### config.mk
export PLATFORM = sky130hd
export DESIGN_NAME = vad_prep_flat
export DESIGN_NICKNAME = d
export VERILOG_FILES = /design/src/vad_pkg.sv /design/src/vad_if.sv /design/src/vad_prep.sv /design/src/flat_wrapper.sv
export SDC_FILE = /design/constraint.sdc
export NUM_CORES = 1
export LEC_CHECK = 0
export CAP_MARGIN = 20
export CORE_MARGIN = 8
export CORE_UTILIZATION = 44
export DETAILED_ROUTE_END_ITERATION = 8
export DONT_BUFFER_PORTS = 1
export HOLD_SLACK_MARGIN = 0.06
export PLACE_DENSITY = 0.55
export SETUP_SLACK_MARGIN = 0.05
export SLEW_MARGIN = 15
export SYNTH_ARGS = -nofsm -noshare
export SYNTH_HDL_FRONTEND = slang
export SYNTH_SLANG_ARGS = --single-unit
### constraint.sdc
create_clock -name clk_i -period 3.1 [get_ports clk_i]
set_input_delay 0.62 -clock clk_i [delete_from_list [all_inputs] [get_ports clk_i]]
set_output_delay 0.62 -clock clk_i [all_outputs]
set_load 0.005 [all_outputs]
### src/vad_pkg.sv
package vad_pkg;

  localparam int unsigned COORD_WIDTH_DEF  = 16;
  localparam int unsigned CORDIC_STEPS_DEF = 16;
  localparam int unsigned GUARD_BITS       = 20;
  localparam int unsigned ANG_W            = 32;
  localparam int unsigned OUT_W            = 17;
  localparam int unsigned ATAN_LEN         = 32;

  // angles in units of pi/2^31, kept modulo one full turn
  localparam logic [ANG_W-1:0] ANG_ZERO     = 32'h0000_0000;
  localparam logic [ANG_W-1:0] ANG_PI       = 32'h8000_0000;
  localparam logic [ANG_W-1:0] ANG_HALF_PI  = 32'h4000_0000;
  localparam logic [ANG_W-1:0] ANG_MHALF_PI = 32'hC000_0000;
  localparam logic [ANG_W-1:0] ANG_ROUND    = 32'h0000_8000;

  typedef struct packed {
    logic [ANG_W-1:0] z;
    logic             hold;
  } ang_t;

  function automatic logic [ANG_W-1:0] atan_lut(input int unsigned idx);
    logic [ANG_W-1:0] r;
    case (idx)
      0:       r = 32'd536870912;
      1:       r = 32'd316933406;
      2:       r = 32'd167458907;
      3:       r = 32'd85004756;
      4:       r = 32'd42667331;
      5:       r = 32'd21354465;
      6:       r = 32'd10679838;
      7:       r = 32'd5340245;
      8:       r = 32'd2670163;
      9:       r = 32'd1335087;
      10:      r = 32'd667544;
      11:      r = 32'd333772;
      12:      r = 32'd166886;
      13:      r = 32'd83443;
      14:      r = 32'd41722;
      15:      r = 32'd20861;
      16:      r = 32'd10430;
      17:      r = 32'd5215;
      18:      r = 32'd2608;
      19:      r = 32'd1304;
      20:      r = 32'd652;
      21:      r = 32'd326;
      22:      r = 32'd163;
      23:      r = 32'd81;
      24:      r = 32'd41;
      25:      r = 32'd20;
      26:      r = 32'd10;
      27:      r = 32'd5;
      28:      r = 32'd3;
      29:      r = 32'd1;
      30:      r = 32'd1;
      default: r = 32'd0;
    endcase
    return r;
  endfunction

endpackage

### src/vad_if.sv
interface vad_in_if #(
  parameter int unsigned COORD_WIDTH = 16
);
  logic                          valid;
  logic                          ready;
  logic signed [COORD_WIDTH-1:0] a_x;
  logic signed [COORD_WIDTH-1:0] a_y;
  logic signed [COORD_WIDTH-1:0] b_x;
  logic signed [COORD_WIDTH-1:0] b_y;

  modport source (output valid, output a_x, output a_y, output b_x, output b_y, input ready);
  modport sink   (input valid, input a_x, input a_y, input b_x, input b_y, output ready);
endinterface


### src/vad_prep.sv
module vad_prep import vad_pkg::*; #(
  parameter int unsigned COORD_WIDTH = COORD_WIDTH_DEF,
  parameter int unsigned XW          = COORD_WIDTH_DEF + GUARD_BITS + 3
) (
  input  logic                          clk_i,
  input  logic                          rst_ni,
  vad_in_if.sink                        in_i,
  output logic                          valid_o,
  input  logic                          ready_i,
  output logic signed [1:0][XW-1:0]     x_o,
  output logic signed [1:0][XW-1:0]     y_o,
  output ang_t        [1:0]             ang_o
);

  logic                      valid_q;
  logic signed [1:0][XW-1:0] x_d, y_d, x_q, y_q;
  ang_t        [1:0]         ang_d, ang_q;
  logic signed [1:0][COORD_WIDTH-1:0] cx, cy;

  assign cx = {in_i.b_x, in_i.a_x};
  assign cy = {in_i.b_y, in_i.a_y};

  always_comb begin
    logic signed [XW-1:0] xe, ye;
    for (int v = 0; v < 2; v++) begin
      xe = XW'($signed(cx[v]));
      ye = XW'($signed(cy[v]));
      ang_d[v].hold = 1'b0;
      ang_d[v].z    = ANG_ZERO;
      x_d[v]        = xe <<< GUARD_BITS;
      y_d[v]        = ye <<< GUARD_BITS;
      if (cy[v] == '0) begin
        // on the x axis the heading is exact, cells leave it alone
        ang_d[v].hold = 1'b1;
        ang_d[v].z    = cx[v][COORD_WIDTH-1] ? ANG_PI : ANG_ZERO;
      end else if (cx[v][COORD_WIDTH-1]) begin
        // left half plane: quarter turn into the right half first
        if (!cy[v][COORD_WIDTH-1]) begin
          x_d[v]     = ye <<< GUARD_BITS;
          y_d[v]     = (-xe) <<< GUARD_BITS;
          ang_d[v].z = ANG_HALF_PI;
        end else begin
          x_d[v]     = (-ye) <<< GUARD_BITS;
          y_d[v]     = xe <<< GUARD_BITS;
          ang_d[v].z = ANG_MHALF_PI;
        end
      end
    end
  end

  assign in_i.ready = !valid_q || ready_i;

  always_ff @(posedge clk_i or negedge rst_ni) begin
    if (!rst_ni) begin
      valid_q <= 1'b0;
    end else if (in_i.ready) begin
      valid_q <= in_i.valid;
    end
  end

  always_ff @(posedge clk_i) begin
    if (in_i.valid && in_i.ready) begin
      x_q   <= x_d;
      y_q   <= y_d;
      ang_q <= ang_d;
    end
  end

  assign valid_o = valid_q;
  assign x_o     = x_q;
  assign y_o     = y_q;
  assign ang_o   = ang_q;

endmodule

### src/flat_wrapper.sv
// flat-port wrapper written by rule: the top's interface ports become plain ports
module vad_prep_flat import vad_pkg::*;
#(
  parameter int unsigned COORD_WIDTH = COORD_WIDTH_DEF,
  parameter int unsigned XW          = COORD_WIDTH_DEF + GUARD_BITS + 3
)
  (clk_i, rst_ni, valid_o, ready_i, x_o, y_o, ang_o, in_i_valid, in_i_a_x, in_i_a_y, in_i_b_x, in_i_b_y, in_i_ready);
  vad_in_if #(.COORD_WIDTH(COORD_WIDTH)) in_i_i ();
  input  logic clk_i;
  input  logic rst_ni;
  output logic valid_o;
  input  logic ready_i;
  output logic signed [1:0][XW-1:0] x_o;
  output logic signed [1:0][XW-1:0] y_o;
  output ang_t        [1:0] ang_o;
  input wire logic [$bits(in_i_i.valid)-1:0] in_i_valid;
  input wire logic [$bits(in_i_i.a_x)-1:0] in_i_a_x;
  input wire logic [$bits(in_i_i.a_y)-1:0] in_i_a_y;
  input wire logic [$bits(in_i_i.b_x)-1:0] in_i_b_x;
  input wire logic [$bits(in_i_i.b_y)-1:0] in_i_b_y;
  output wire logic [$bits(in_i_i.ready)-1:0] in_i_ready;
  assign in_i_i.valid = in_i_valid;
  assign in_i_i.a_x = in_i_a_x;
  assign in_i_i.a_y = in_i_a_y;
  assign in_i_i.b_x = in_i_b_x;
  assign in_i_i.b_y = in_i_b_y;
  assign in_i_ready = in_i_i.ready;
  vad_prep #(.COORD_WIDTH(COORD_WIDTH), .XW(XW)) u_core (.clk_i(clk_i), .rst_ni(rst_ni), .in_i(in_i_i), .valid_o(valid_o), .ready_i(ready_i), .x_o(x_o), .y_o(y_o), .ang_o(ang_o));
endmodule
**After elaboration in Yosys (flattened, before gate mapping)**

Cells that the tools add are included.

- Register bits: 223
- Bits of input ports: 68
- Output and inout port bits: 224
- Word-level logic and storage cells: 48

- Add/sub/neg operators: 4
- Muxes and demuxes: 22
- Bitwise gates (word level): 2
- Reduce and logical (&&, ||, !) cells: 7

Operators with widths:

| cell | count |
|---|---|
| 39-bit 2-to-1 mux | 12 |
| 32-bit 2-to-1 mux | 8 |
| 16-bit negation with 19-bit output | 4 |
| 16-bit logical NOT | 2 |
| 2-bit OR reduction | 2 |
| 1-bit 2-to-1 mux | 2 |
| 1-bit NOT | 2 |
| 1-bit logical AND | 1 |
| 1-bit logical NOT | 1 |
| 1-bit logical OR | 1 |

**Logic depth before layout (Yosys ltp)**

Gate-level depths: netlist of run 1.

- Word-level depth: 4
- Depth in mapped cells: 8
- Mapped depth without buffers: 8

**Least setup slack after synthesis of run 1**

No wires, ideal clock.

- Kind: input -> register
- From: input ready_i
- To: register u_core.ang_q, in the netlist u_core.ang_o[0], enable pin
- Library setup time: 0.450 ns
- Arrival: 2.697 ns
- Path slack: -0.047 ns
- Cell stages on the path: 2
- Cells stage by stage: nand2b_1 > and2_1

- Cells in the longest elaborated chain, start to end: 2

Ends and longest elaborated chain:

| item | line | RTL |
|---|---|---|
| start, declared | flat_wrapper.sv:12 | `input logic ready_i;` |
| 1-bit logical OR | vad_prep.sv:51 | `assign in_i.ready = !valid_q \|\| ready_i;` |
| 1-bit logical AND | vad_prep.sv:62 | `if (in_i.valid && in_i.ready) begin` |
| end signal, assigned | vad_prep.sv:65 | `ang_q <= ang_d;` |
| end, declared | vad_prep.sv:17 | `ang_t [1:0] ang_d, ang_q;` |

No other way between the ends.
A chain may end at the register's enable or synchronous reset.

==> flow_results.xml, run 1 <==
<?xml version="1.0" encoding="UTF-8"?>
<metrics>
  <group name="grt">
    <metric name="overflow" unit="">0</metric>
    <metric name="largest_net_degree_at_the_start_of_global_routing" unit="">83</metric>
    <metric name="global_route_wire_length_before_repair" unit="um">19400</metric>
    <metric name="vias_in_the_first_global_route" unit="">3605</metric>
    <metric name="combined_global_route_utilization_of_all_metal_layers" unit="%">14.8</metric>
    <metric name="grt_antenna_before_repair" unit="">0</metric>
  </group>
  <group name="pwr">
    <metric name="irDropWorstVdd" unit="mV">0.221</metric>
    <metric name="static-leakage-power" unit="nW">2.18</metric>
    <metric name="total_power" unit="mW">2.72</metric>
    <metric name="power.density_cell_area" unit="nW/um^2">490</metric>
  </group>
  <group name="routing">
    <metric name="drt_iter0_markers" unit="">336</metric>
    <metric name="post_drt_wl_per_cell" unit="um">17.7</metric>
    <metric name="drc_markers" unit="">0</metric>
    <metric name="final_routed_wirelength_across_all_metal_layers" unit="um">13200</metric>
    <metric name="detail_route.vias_per_cell" unit="">4.73</metric>
    <metric name="vias" unit="">3517</metric>
    <metric name="detailedRoute.firstPassIterationCount" unit="">5</metric>
    <metric name="detail-route-antenna-nets" unit="">0</metric>
  </group>
  <group name="timing">
    <metric name="finalCritPeriodShare" unit="%">72.8</metric>
    <metric name="fin_tns_setup" unit="ns">0</metric>
    <metric name="finalHoldViolCount" unit="">0</metric>
    <metric name="post-route-min-period" unit="ns">2.26</metric>
    <metric name="rsz_0062_raised_after_global_routing" unit="">no</metric>
    <metric name="setup_viol" unit="">0</metric>
    <metric name="fin_skew" unit="ns">0.00394</metric>
    <metric name="report.final.slew_viol_count" unit="">0</metric>
    <metric name="relSlewSlack" unit="%">39.9</metric>
    <metric name="maxClockFrequency" unit="MHz">443</metric>
    <metric name="worstMarginPinSlew" unit="ns">0.893</metric>
  </group>
  <group name="place">
    <metric name="place.detailed.hpwl" unit="um">10100</metric>
    <metric name="place.port_buffers" unit="">0</metric>
    <metric name="place.detailed.instances" unit="">727</metric>
    <metric name="gp_routability_congestion" unit="">0.840</metric>
  </group>
  <group name="yosys">
    <metric name="synth_top_cells_by_count" unit="">sky130_fd_sc_hd__buf_4 (140), sky130_fd_sc_hd__edfxtp_1 (82), sky130_fd_sc_hd__nand2_1 (64)</metric>
    <metric name="synth_compound_gate_area_share" unit="%">10.8</metric>
    <metric name="postSynthAreaPerCell" unit="um^2">9.73</metric>
    <metric name="synth.distinct_cells" unit="">48</metric>
    <metric name="synthesized_area_fraction_occupied_by_and_or_nand_nor_cells" unit="%">12.8</metric>
    <metric name="count_of_flip_flops_with_a_built_in_enable_after_synthesis" unit="">82</metric>
    <metric name="synthAdderAreaFrac" unit="%">0.893</metric>
    <metric name="synth_area_leader" unit="">sky130_fd_sc_hd__edfxtp_1</metric>
    <metric name="ys_seq_area_share" unit="%">44.4</metric>
    <metric name="synth_xor_xnor_area_share" unit="%">8.13</metric>
    <metric name="synthCells" unit="">576</metric>
    <metric name="synth_largest_type_area_fraction" unit="%">44.0</metric>
    <metric name="synth_top_family_by_area" unit="">buffers and inverters</metric>
    <metric name="synth.area.mux_share" unit="%">1.09</metric>
    <metric name="ys_warn_count" unit="">0</metric>
    <metric name="async_flop_share" unit="%">1.20</metric>
    <metric name="synth.top_cells.by_area" unit="">sky130_fd_sc_hd__edfxtp_1 (44%), sky130_fd_sc_hd__buf_4 (19%), sky130_fd_sc_hd__o21ai_0 (5.0%)</metric>
    <metric name="synth_ff_type" unit="">sky130_fd_sc_hd__edfxtp_1</metric>
    <metric name="synth_seq_cells" unit="">83</metric>
    <metric name="netlist_area" unit="um^2">5600</metric>
    <metric name="post-synth-top-count-cell" unit="">sky130_fd_sc_hd__buf_4</metric>
  </group>
  <group name="clock_network">
    <metric name="root_buffer" unit="">sky130_fd_sc_hd__clkbuf_16</metric>
    <metric name="cts.repair_timing.setup_buffer_count" unit="">0</metric>
    <metric name="ctsLongestPathBuffers" unit="">2</metric>
    <metric name="cts_resized" unit="">0</metric>
    <metric name="tritoncts" unit="">yes</metric>
    <metric name="cts-buffers-inserted" unit="">9</metric>
    <metric name="hold_buffers" unit="">1</metric>
    <metric name="clock_latency" unit="ns">0.33</metric>
    <metric name="worst_setup_hold_path_clk_slew" unit="ns">0.06</metric>
    <metric name="number_of_h_tree_branching_levels" unit="">3</metric>
    <metric name="numClockSinks" unit="">83</metric>
  </group>
  <group name="setup_path">
    <metric name="critPathMaxStageDelay" unit="ns">0.38</metric>
    <metric name="worstSetupEndpointType" unit="">register</metric>
    <metric name="crit_path_cell_trace" unit="">inv_1 -&gt; ha_1 -&gt; nor3b_1 -&gt; nand4_2 -&gt; o31ai_4 -&gt; buf_4 -&gt; o21ai_0</metric>
    <metric name="worstSetupStartpointType" unit="">primary input</metric>
    <metric name="slowest_stage" unit="">sky130_fd_sc_hd__nor3b_1</metric>
    <metric name="critical_path_class" unit="">in2reg</metric>
    <metric name="critPathArrivalTime" unit="ns">2.32</metric>
    <metric name="critical_path_buffer_and_inverter_count" unit="">2</metric>
    <metric name="critPathRequiredTime" unit="ns">3.16</metric>
    <metric name="crit_fanout" unit="">36</metric>
    <metric name="crit_family" unit="">simple AND/OR/NAND/NOR gates</metric>
  </group>
  <group name="floorplanning">
    <metric name="boundaryPins" unit="">292</metric>
    <metric name="die_area" unit="um^2">16600</metric>
    <metric name="die_width" unit="um">129</metric>
    <metric name="fp-row-count" unit="">41</metric>
    <metric name="floorplan.die.height" unit="um">129</metric>
    <metric name="design.core.area" unit="um^2">12500</metric>
    <metric name="initial_standard_cell_utilization_of_the_core" unit="%">44.8</metric>
  </group>
  <group name="cells_and_area">
    <metric name="diodes" unit="">0</metric>
    <metric name="stdcell_count" unit="">744</metric>
    <metric name="ff_latch_area" unit="um^2">2490</metric>
    <metric name="syn2layout_area_growth" unit="%">-1.01</metric>
    <metric name="fillCellCount" unit="">1214</metric>
    <metric name="drive_above_1_share" unit="%">5.59</metric>
    <metric name="nNetsFinal" unit="">639</metric>
    <metric name="area_of_the_multi_input_gates" unit="um^2">2410</metric>
  </group>
  <group name="outcome">
    <metric name="status" unit="">complete, no violations</metric>
  </group>
  <group name="run">
    <metric name="maxCapViolations" unit="">0</metric>
  </group>
  <group name="min_path">
    <metric name="timing.hold.worst.class" unit="">in2reg</metric>
  </group>
</metrics>
[cells by family (layout without fill, tap and decap cells)]
group / Yosys count / count (layout)
AO/OA/AOI/OAI: 102 / 102
XOR/XNOR: 52 / 52
adder cells (fa/ha/maj): 4 / 4
buffers and inverters: 184 / 41
flip-flops: 83 / 83
multiplexers: 6 / 6
other: 1 / 140
AND/OR/NAND/NOR: 144 / 144
[where the power goes]
group          total, mW  internal [mW]  leakage, nW  switching, mW
registers           1.38           1.33        0.802         0.0455
clock network       1.05          0.642        0.145          0.413
logic              0.285          0.106         1.23          0.179
[sequential cells by signal, summed over array words and instances (netlist names)]
name and count:
u_core.y_o 38, u_core.x_o 38, u_core.valid_o 1, u_core.ang_o 6
[path summary, 6_finish.rpt]
kind	start	to	cells after the start	slack, ns
max	in_i_a_y[0]	u_core.x_o[28]	7	0.84
max reg2reg	u_core.valid_o	u_core.x_o[28]	3	1.61
min in group asynchronous	rst_ni	u_core.valid_o	1	0.51
min	in_i_b_y[15]	u_core.y_o[76]	0	0.39
max in group asynchronous	rst_ni	u_core.valid_o	1	2.49
min reg2reg	u_core.valid_o	u_core.valid_o	2	0.60
[layer usage]
layer | routed length [um] | track usage (%) | vias up
met5 | 0 | 0 | -
met4 | 181 | 5.04 | 0
li1 | - | - | 1684
met1 | 5610 | 18.2 | 1620
met3 | 1020 | 4.55 | 10
met2 | 6400 | 24.3 | 203
[area by class of cell]
| class | count | share of cell area [%] |
|---|---|---|
| clock inverters | 5 | 0.948 |
| repair buffers | 7 | 1.22 |
| clock buffers | 11 | 4.38 |
| well taps | 172 | 3.88 |
| multi-input cells | 448 | 43.5 |
| flip-flops and latches | 83 | 44.9 |
| inverters | 18 | 1.22 |
[layout by cell type, fill, tap and decap left out, types with 2 or more instances in the layout]
cell | Yosys | final
sky130_fd_sc_hd__clkinv_2 | 0 | 3
sky130_fd_sc_hd__xor2_1 | 21 | 21
sky130_fd_sc_hd__nand3_1 | 3 | 3
sky130_fd_sc_hd__edfxtp_1 | 82 | 82
sky130_fd_sc_hd__nor3b_1 | 2 | 2
sky130_fd_sc_hd__or4_1 | 3 | 3
sky130_fd_sc_hd__o31ai_1 | 10 | 10
sky130_fd_sc_hd__o41ai_1 | 3 | 3
sky130_fd_sc_hd__nor3_1 | 10 | 10
sky130_fd_sc_hd__o21ai_0 | 56 | 56
sky130_fd_sc_hd__o22ai_1 | 2 | 2
sky130_fd_sc_hd__a21boi_0 | 2 | 2
sky130_fd_sc_hd__ha_1 | 4 | 4
sky130_fd_sc_hd__nand4_1 | 2 | 2
sky130_fd_sc_hd__mux2i_1 | 5 | 5
sky130_fd_sc_hd__a22o_1 | 2 | 2
sky130_fd_sc_hd__conb_1 | 1 | 140
sky130_fd_sc_hd__buf_4 | 140 | 5
sky130_fd_sc_hd__a2bb2oi_1 | 2 | 2
sky130_fd_sc_hd__nor4_1 | 8 | 8
sky130_fd_sc_hd__nand2_1 | 64 | 64
sky130_fd_sc_hd__a31oi_1 | 6 | 6
sky130_fd_sc_hd__xnor2_1 | 31 | 31
sky130_fd_sc_hd__nand2b_1 | 3 | 3
sky130_fd_sc_hd__and2_1 | 9 | 8
sky130_fd_sc_hd__inv_1 | 17 | 17
sky130_fd_sc_hd__a21oi_1 | 14 | 14
sky130_fd_sc_hd__nor4_2 | 2 | 2
sky130_fd_sc_hd__clkbuf_16 | 0 | 9
sky130_fd_sc_hd__nor2_1 | 29 | 29
sky130_fd_sc_hd__a211oi_1 | 2 | 2
[per-stage QoR]
| step | instance area (um^2) | worst slack, ns | util [%] | hold slack (ns) |
|---|---|---|---|---|
| 2_1_floorplan | 6120 | 0.857 | - | 0.324 |
| 3_3_place_gp | 5240 | 0.636 | 41.9 | 0.324 |
| 3_5_place_dp | 5240 | 0.537 | 41.9 | 0.324 |
| 4_1_cts | 5550 | 0.869 | 44.3 | 0.375 |
| 5_1_grt | 5550 | 0.688 | 44.3 | 0.373 |
| 6_report | 5550 | 0.842 | 44.3 | 0.387 |
Power figures use the tool's default switching activity.
==> run 2, diff against run 1 <==
- clock period: 3.1 -> 2.2 ns (I/O delays scaled with it)
==> run 2 against run 1 <==
  * Total power up 46%
  * Non-clock buffer count grew 5
  * Routed wire length shrank 0.81%
  * Clock skew up 0.0021 ns
  * Register-to-register slack worse by 0.87 ns
  * Highest routed layer unchanged
  * Die area unchanged
  * Cell count rose by 0.67%
  * Critical path depth up 2
  * First-iteration DRC count up 4.5%
==> flow_results.xml, run 2 (same netlist as run 1, synthesis figures left out) <==
<?xml version="1.0" encoding="UTF-8"?>
<metrics>
  <group name="clock_network">
    <metric name="root_buffer" unit="">sky130_fd_sc_hd__clkbuf_16</metric>
    <metric name="clock_latency" unit="ns">0.33</metric>
    <metric name="number_of_h_tree_branching_levels" unit="">3</metric>
    <metric name="cts-buffers-inserted" unit="">9</metric>
    <metric name="cts_resized" unit="">0</metric>
    <metric name="tritoncts" unit="">yes</metric>
    <metric name="numClockSinks" unit="">83</metric>
    <metric name="worst_setup_hold_path_clk_slew" unit="ns">0.06</metric>
    <metric name="ctsLongestPathBuffers" unit="">2</metric>
  </group>
  <group name="timing">
    <metric name="fin_skew" unit="ns">0.00605</metric>
    <metric name="setup_viol" unit="">0</metric>
    <metric name="worst_hold_slack" unit="ns">0.208</metric>
    <metric name="fin_tns_setup" unit="ns">0</metric>
    <metric name="finalHoldViolCount" unit="">0</metric>
    <metric name="maxClockFrequency" unit="MHz">549</metric>
    <metric name="report.final.slew_viol_count" unit="">0</metric>
    <metric name="post-route-min-period" unit="ns">1.82</metric>
    <metric name="finalCritPeriodShare" unit="%">82.8</metric>
    <metric name="rsz_0062_raised_after_global_routing" unit="">no</metric>
  </group>
  <group name="routing">
    <metric name="detail_route.vias_per_cell" unit="">4.72</metric>
    <metric name="final_routed_wirelength_across_all_metal_layers" unit="um">13100</metric>
    <metric name="drc_markers" unit="">0</metric>
    <metric name="vias" unit="">3534</metric>
    <metric name="drt_iter0_markers" unit="">351</metric>
    <metric name="post_drt_wl_per_cell" unit="um">17.5</metric>
    <metric name="detailedRoute.firstPassIterationCount" unit="">5</metric>
    <metric name="detail-route-antenna-nets" unit="">0</metric>
  </group>
  <group name="setup_path">
    <metric name="worstSetupEndpointType" unit="">register</metric>
    <metric name="critPathRequiredTime" unit="ns">2.28</metric>
    <metric name="crit_family" unit="">buffers and inverters</metric>
    <metric name="regToRegSetupSlack" unit="ns">0.74</metric>
    <metric name="critPathArrivalTime" unit="ns">1.90</metric>
    <metric name="critical_path_buffer_and_inverter_count" unit="">4</metric>
    <metric name="critical_path_class" unit="">in2reg</metric>
    <metric name="path_common_cell" unit="">sky130_fd_sc_hd__buf_4</metric>
    <metric name="critPathMaxStageDelay" unit="ns">0.26</metric>
    <metric name="slowest_stage" unit="">sky130_fd_sc_hd__mux2_2</metric>
    <metric name="crit_fanout" unit="">4</metric>
    <metric name="crit_path_cell_trace" unit="">inv_1 -&gt; ha_1 -&gt; nor3b_1 -&gt; buf_4 -&gt; nand4_2 -&gt; o31ai_4 -&gt; buf_4 -&gt; inv_2 -&gt; mux2_2</metric>
    <metric name="worstSetupStartpointType" unit="">primary input</metric>
  </group>
  <group name="floorplanning">
    <metric name="initial_standard_cell_utilization_of_the_core" unit="%">44.8</metric>
    <metric name="design.core.area" unit="um^2">12500</metric>
    <metric name="floorplan.die.height" unit="um">129</metric>
    <metric name="die_area" unit="um^2">16600</metric>
    <metric name="fp-row-count" unit="">41</metric>
    <metric name="boundaryPins" unit="">292</metric>
    <metric name="die_width" unit="um">129</metric>
  </group>
  <group name="run">
    <metric name="maxCapViolations" unit="">0</metric>
  </group>
  <group name="pwr">
    <metric name="irDropWorstVdd" unit="mV">0.405</metric>
    <metric name="share_clk_of_total_power" unit="%">40.6</metric>
    <metric name="p_int" unit="mW">3.03</metric>
    <metric name="p_sw" unit="uW">925</metric>
    <metric name="static-leakage-power" unit="nW">2.22</metric>
    <metric name="power.density_cell_area" unit="nW/um^2">703</metric>
    <metric name="pwr-share-seq" unit="%">49.0</metric>
    <metric name="comb_power_share" unit="%">10.4</metric>
    <metric name="total_power" unit="mW">3.96</metric>
    <metric name="sw_frac_of_total" unit="%">23.4</metric>
  </group>
  <group name="grt">
    <metric name="combined_global_route_utilization_of_all_metal_layers" unit="%">14.9</metric>
    <metric name="grt_antenna_before_repair" unit="">0</metric>
    <metric name="overflow" unit="">0</metric>
    <metric name="largest_net_degree_at_the_start_of_global_routing" unit="">83</metric>
    <metric name="vias_in_the_first_global_route" unit="">3579</metric>
    <metric name="global_route_wire_length_before_repair" unit="um">19600</metric>
  </group>
  <group name="place">
    <metric name="gp_routability_congestion" unit="">0.846</metric>
    <metric name="place.detailed.hpwl" unit="um">10000</metric>
    <metric name="place.port_buffers" unit="">0</metric>
  </group>
  <group name="cells_and_area">
    <metric name="drive_above_1_share" unit="%">6.41</metric>
    <metric name="nNetsFinal" unit="">644</metric>
    <metric name="diodes" unit="">0</metric>
    <metric name="finish.utilization" unit="%">45.0</metric>
    <metric name="syn2layout_area_growth" unit="%">0.536</metric>
    <metric name="final_common_cell" unit="">sky130_fd_sc_hd__conb_1</metric>
    <metric name="most_frequent_cells_in_the_layout" unit="">sky130_fd_sc_hd__conb_1 (140), sky130_fd_sc_hd__edfxtp_1 (82), sky130_fd_sc_hd__nand2_1 (64)</metric>
    <metric name="fillCellCount" unit="">1186</metric>
  </group>
  <group name="outcome">
    <metric name="status" unit="">complete, no violations</metric>
  </group>
  <group name="min_path">
    <metric name="timing.hold.worst.class" unit="">in2reg</metric>
  </group>
</metrics>
==> run 2: changes by cell type in the layout (fill, tap and decap cells not counted), sizes merged <==
cell    change
clkbuf      -1
bufinv      +1
buf         +5
==> run 2: path summary, 6_finish.rpt <==
check | from | to | cells past startpoint
worst max-delay path | in_i_a_y[0] | u_core.y_o[33] | 9
worst min-delay path | in_i_b_y[15] | u_core.y_o[76] | 0
worst max register to register | u_core.valid_o | u_core.x_o[60] | 3
worst min register to register | u_core.valid_o | u_core.valid_o | 2
max in group asynchronous | rst_ni | u_core.valid_o | 1
min in group asynchronous | rst_ni | u_core.valid_o | 1
==> run 2: worst register-to-register path, stage by stage, from the launching register on <==
cell	delay [ns]
sky130_fd_sc_hd__dfrtp_1	0.40
sky130_fd_sc_hd__nand2b_1	0.15
sky130_fd_sc_hd__and2_4	0.18
sky130_fd_sc_hd__buf_12	0.38
==> run 2: per-layer routing <==
metal  share of wire [%]  vias to the layer above  track usage [%]
li1                    -                     1693                -
met5                   0                        -                0
met1                  43                     1637             18.8
met2                  48                      194             24.0
met3                 7.8                       10             4.63
met4                 1.2                        0             4.77
==> run 2: through the flow <==
step	setup slack [ns]	area, um^2	std cells
finish	0.379	5630	749
global route	0.234	5630	749
CTS	0.398	5630	749
detailed placement	0.0504	5300	732
global placement	0.110	5300	732
floorplan	0.137	6120	715
==> run 2: repair_timing <==
item                                    CTS  global route
setup buffers                             0             0
endpoints found under the setup margin    0             0
hold buffers                              1             0
endpoints found under the hold margin     1             0
==> run 2: cell type report <==
type / instances / area [um^2] / share of cell area, %
Clock inverter: 6 / 90.1 / 1.60
Tap cell: 172 / 215 / 3.82
Inverter: 18 / 67.6 / 1.20
Multi-Input combinational cell: 448 / 2410 / 42.8
Sequential cell: 83 / 2490 / 44.2
Timing Repair Buffer: 12 / 130 / 2.31
Clock buffer: 10 / 229 / 4.07
==> run 2: power groups by stage <==
stage,clock network [mW],registers (mW),logic (mW)
after floorplan,0,1.95,0.523
after global placement,0,1.98,0.386
after detailed placement,0,1.98,0.393
after CTS,1.65,1.95,0.398
after global routing,1.71,1.95,0.473
final,1.61,1.94,0.411
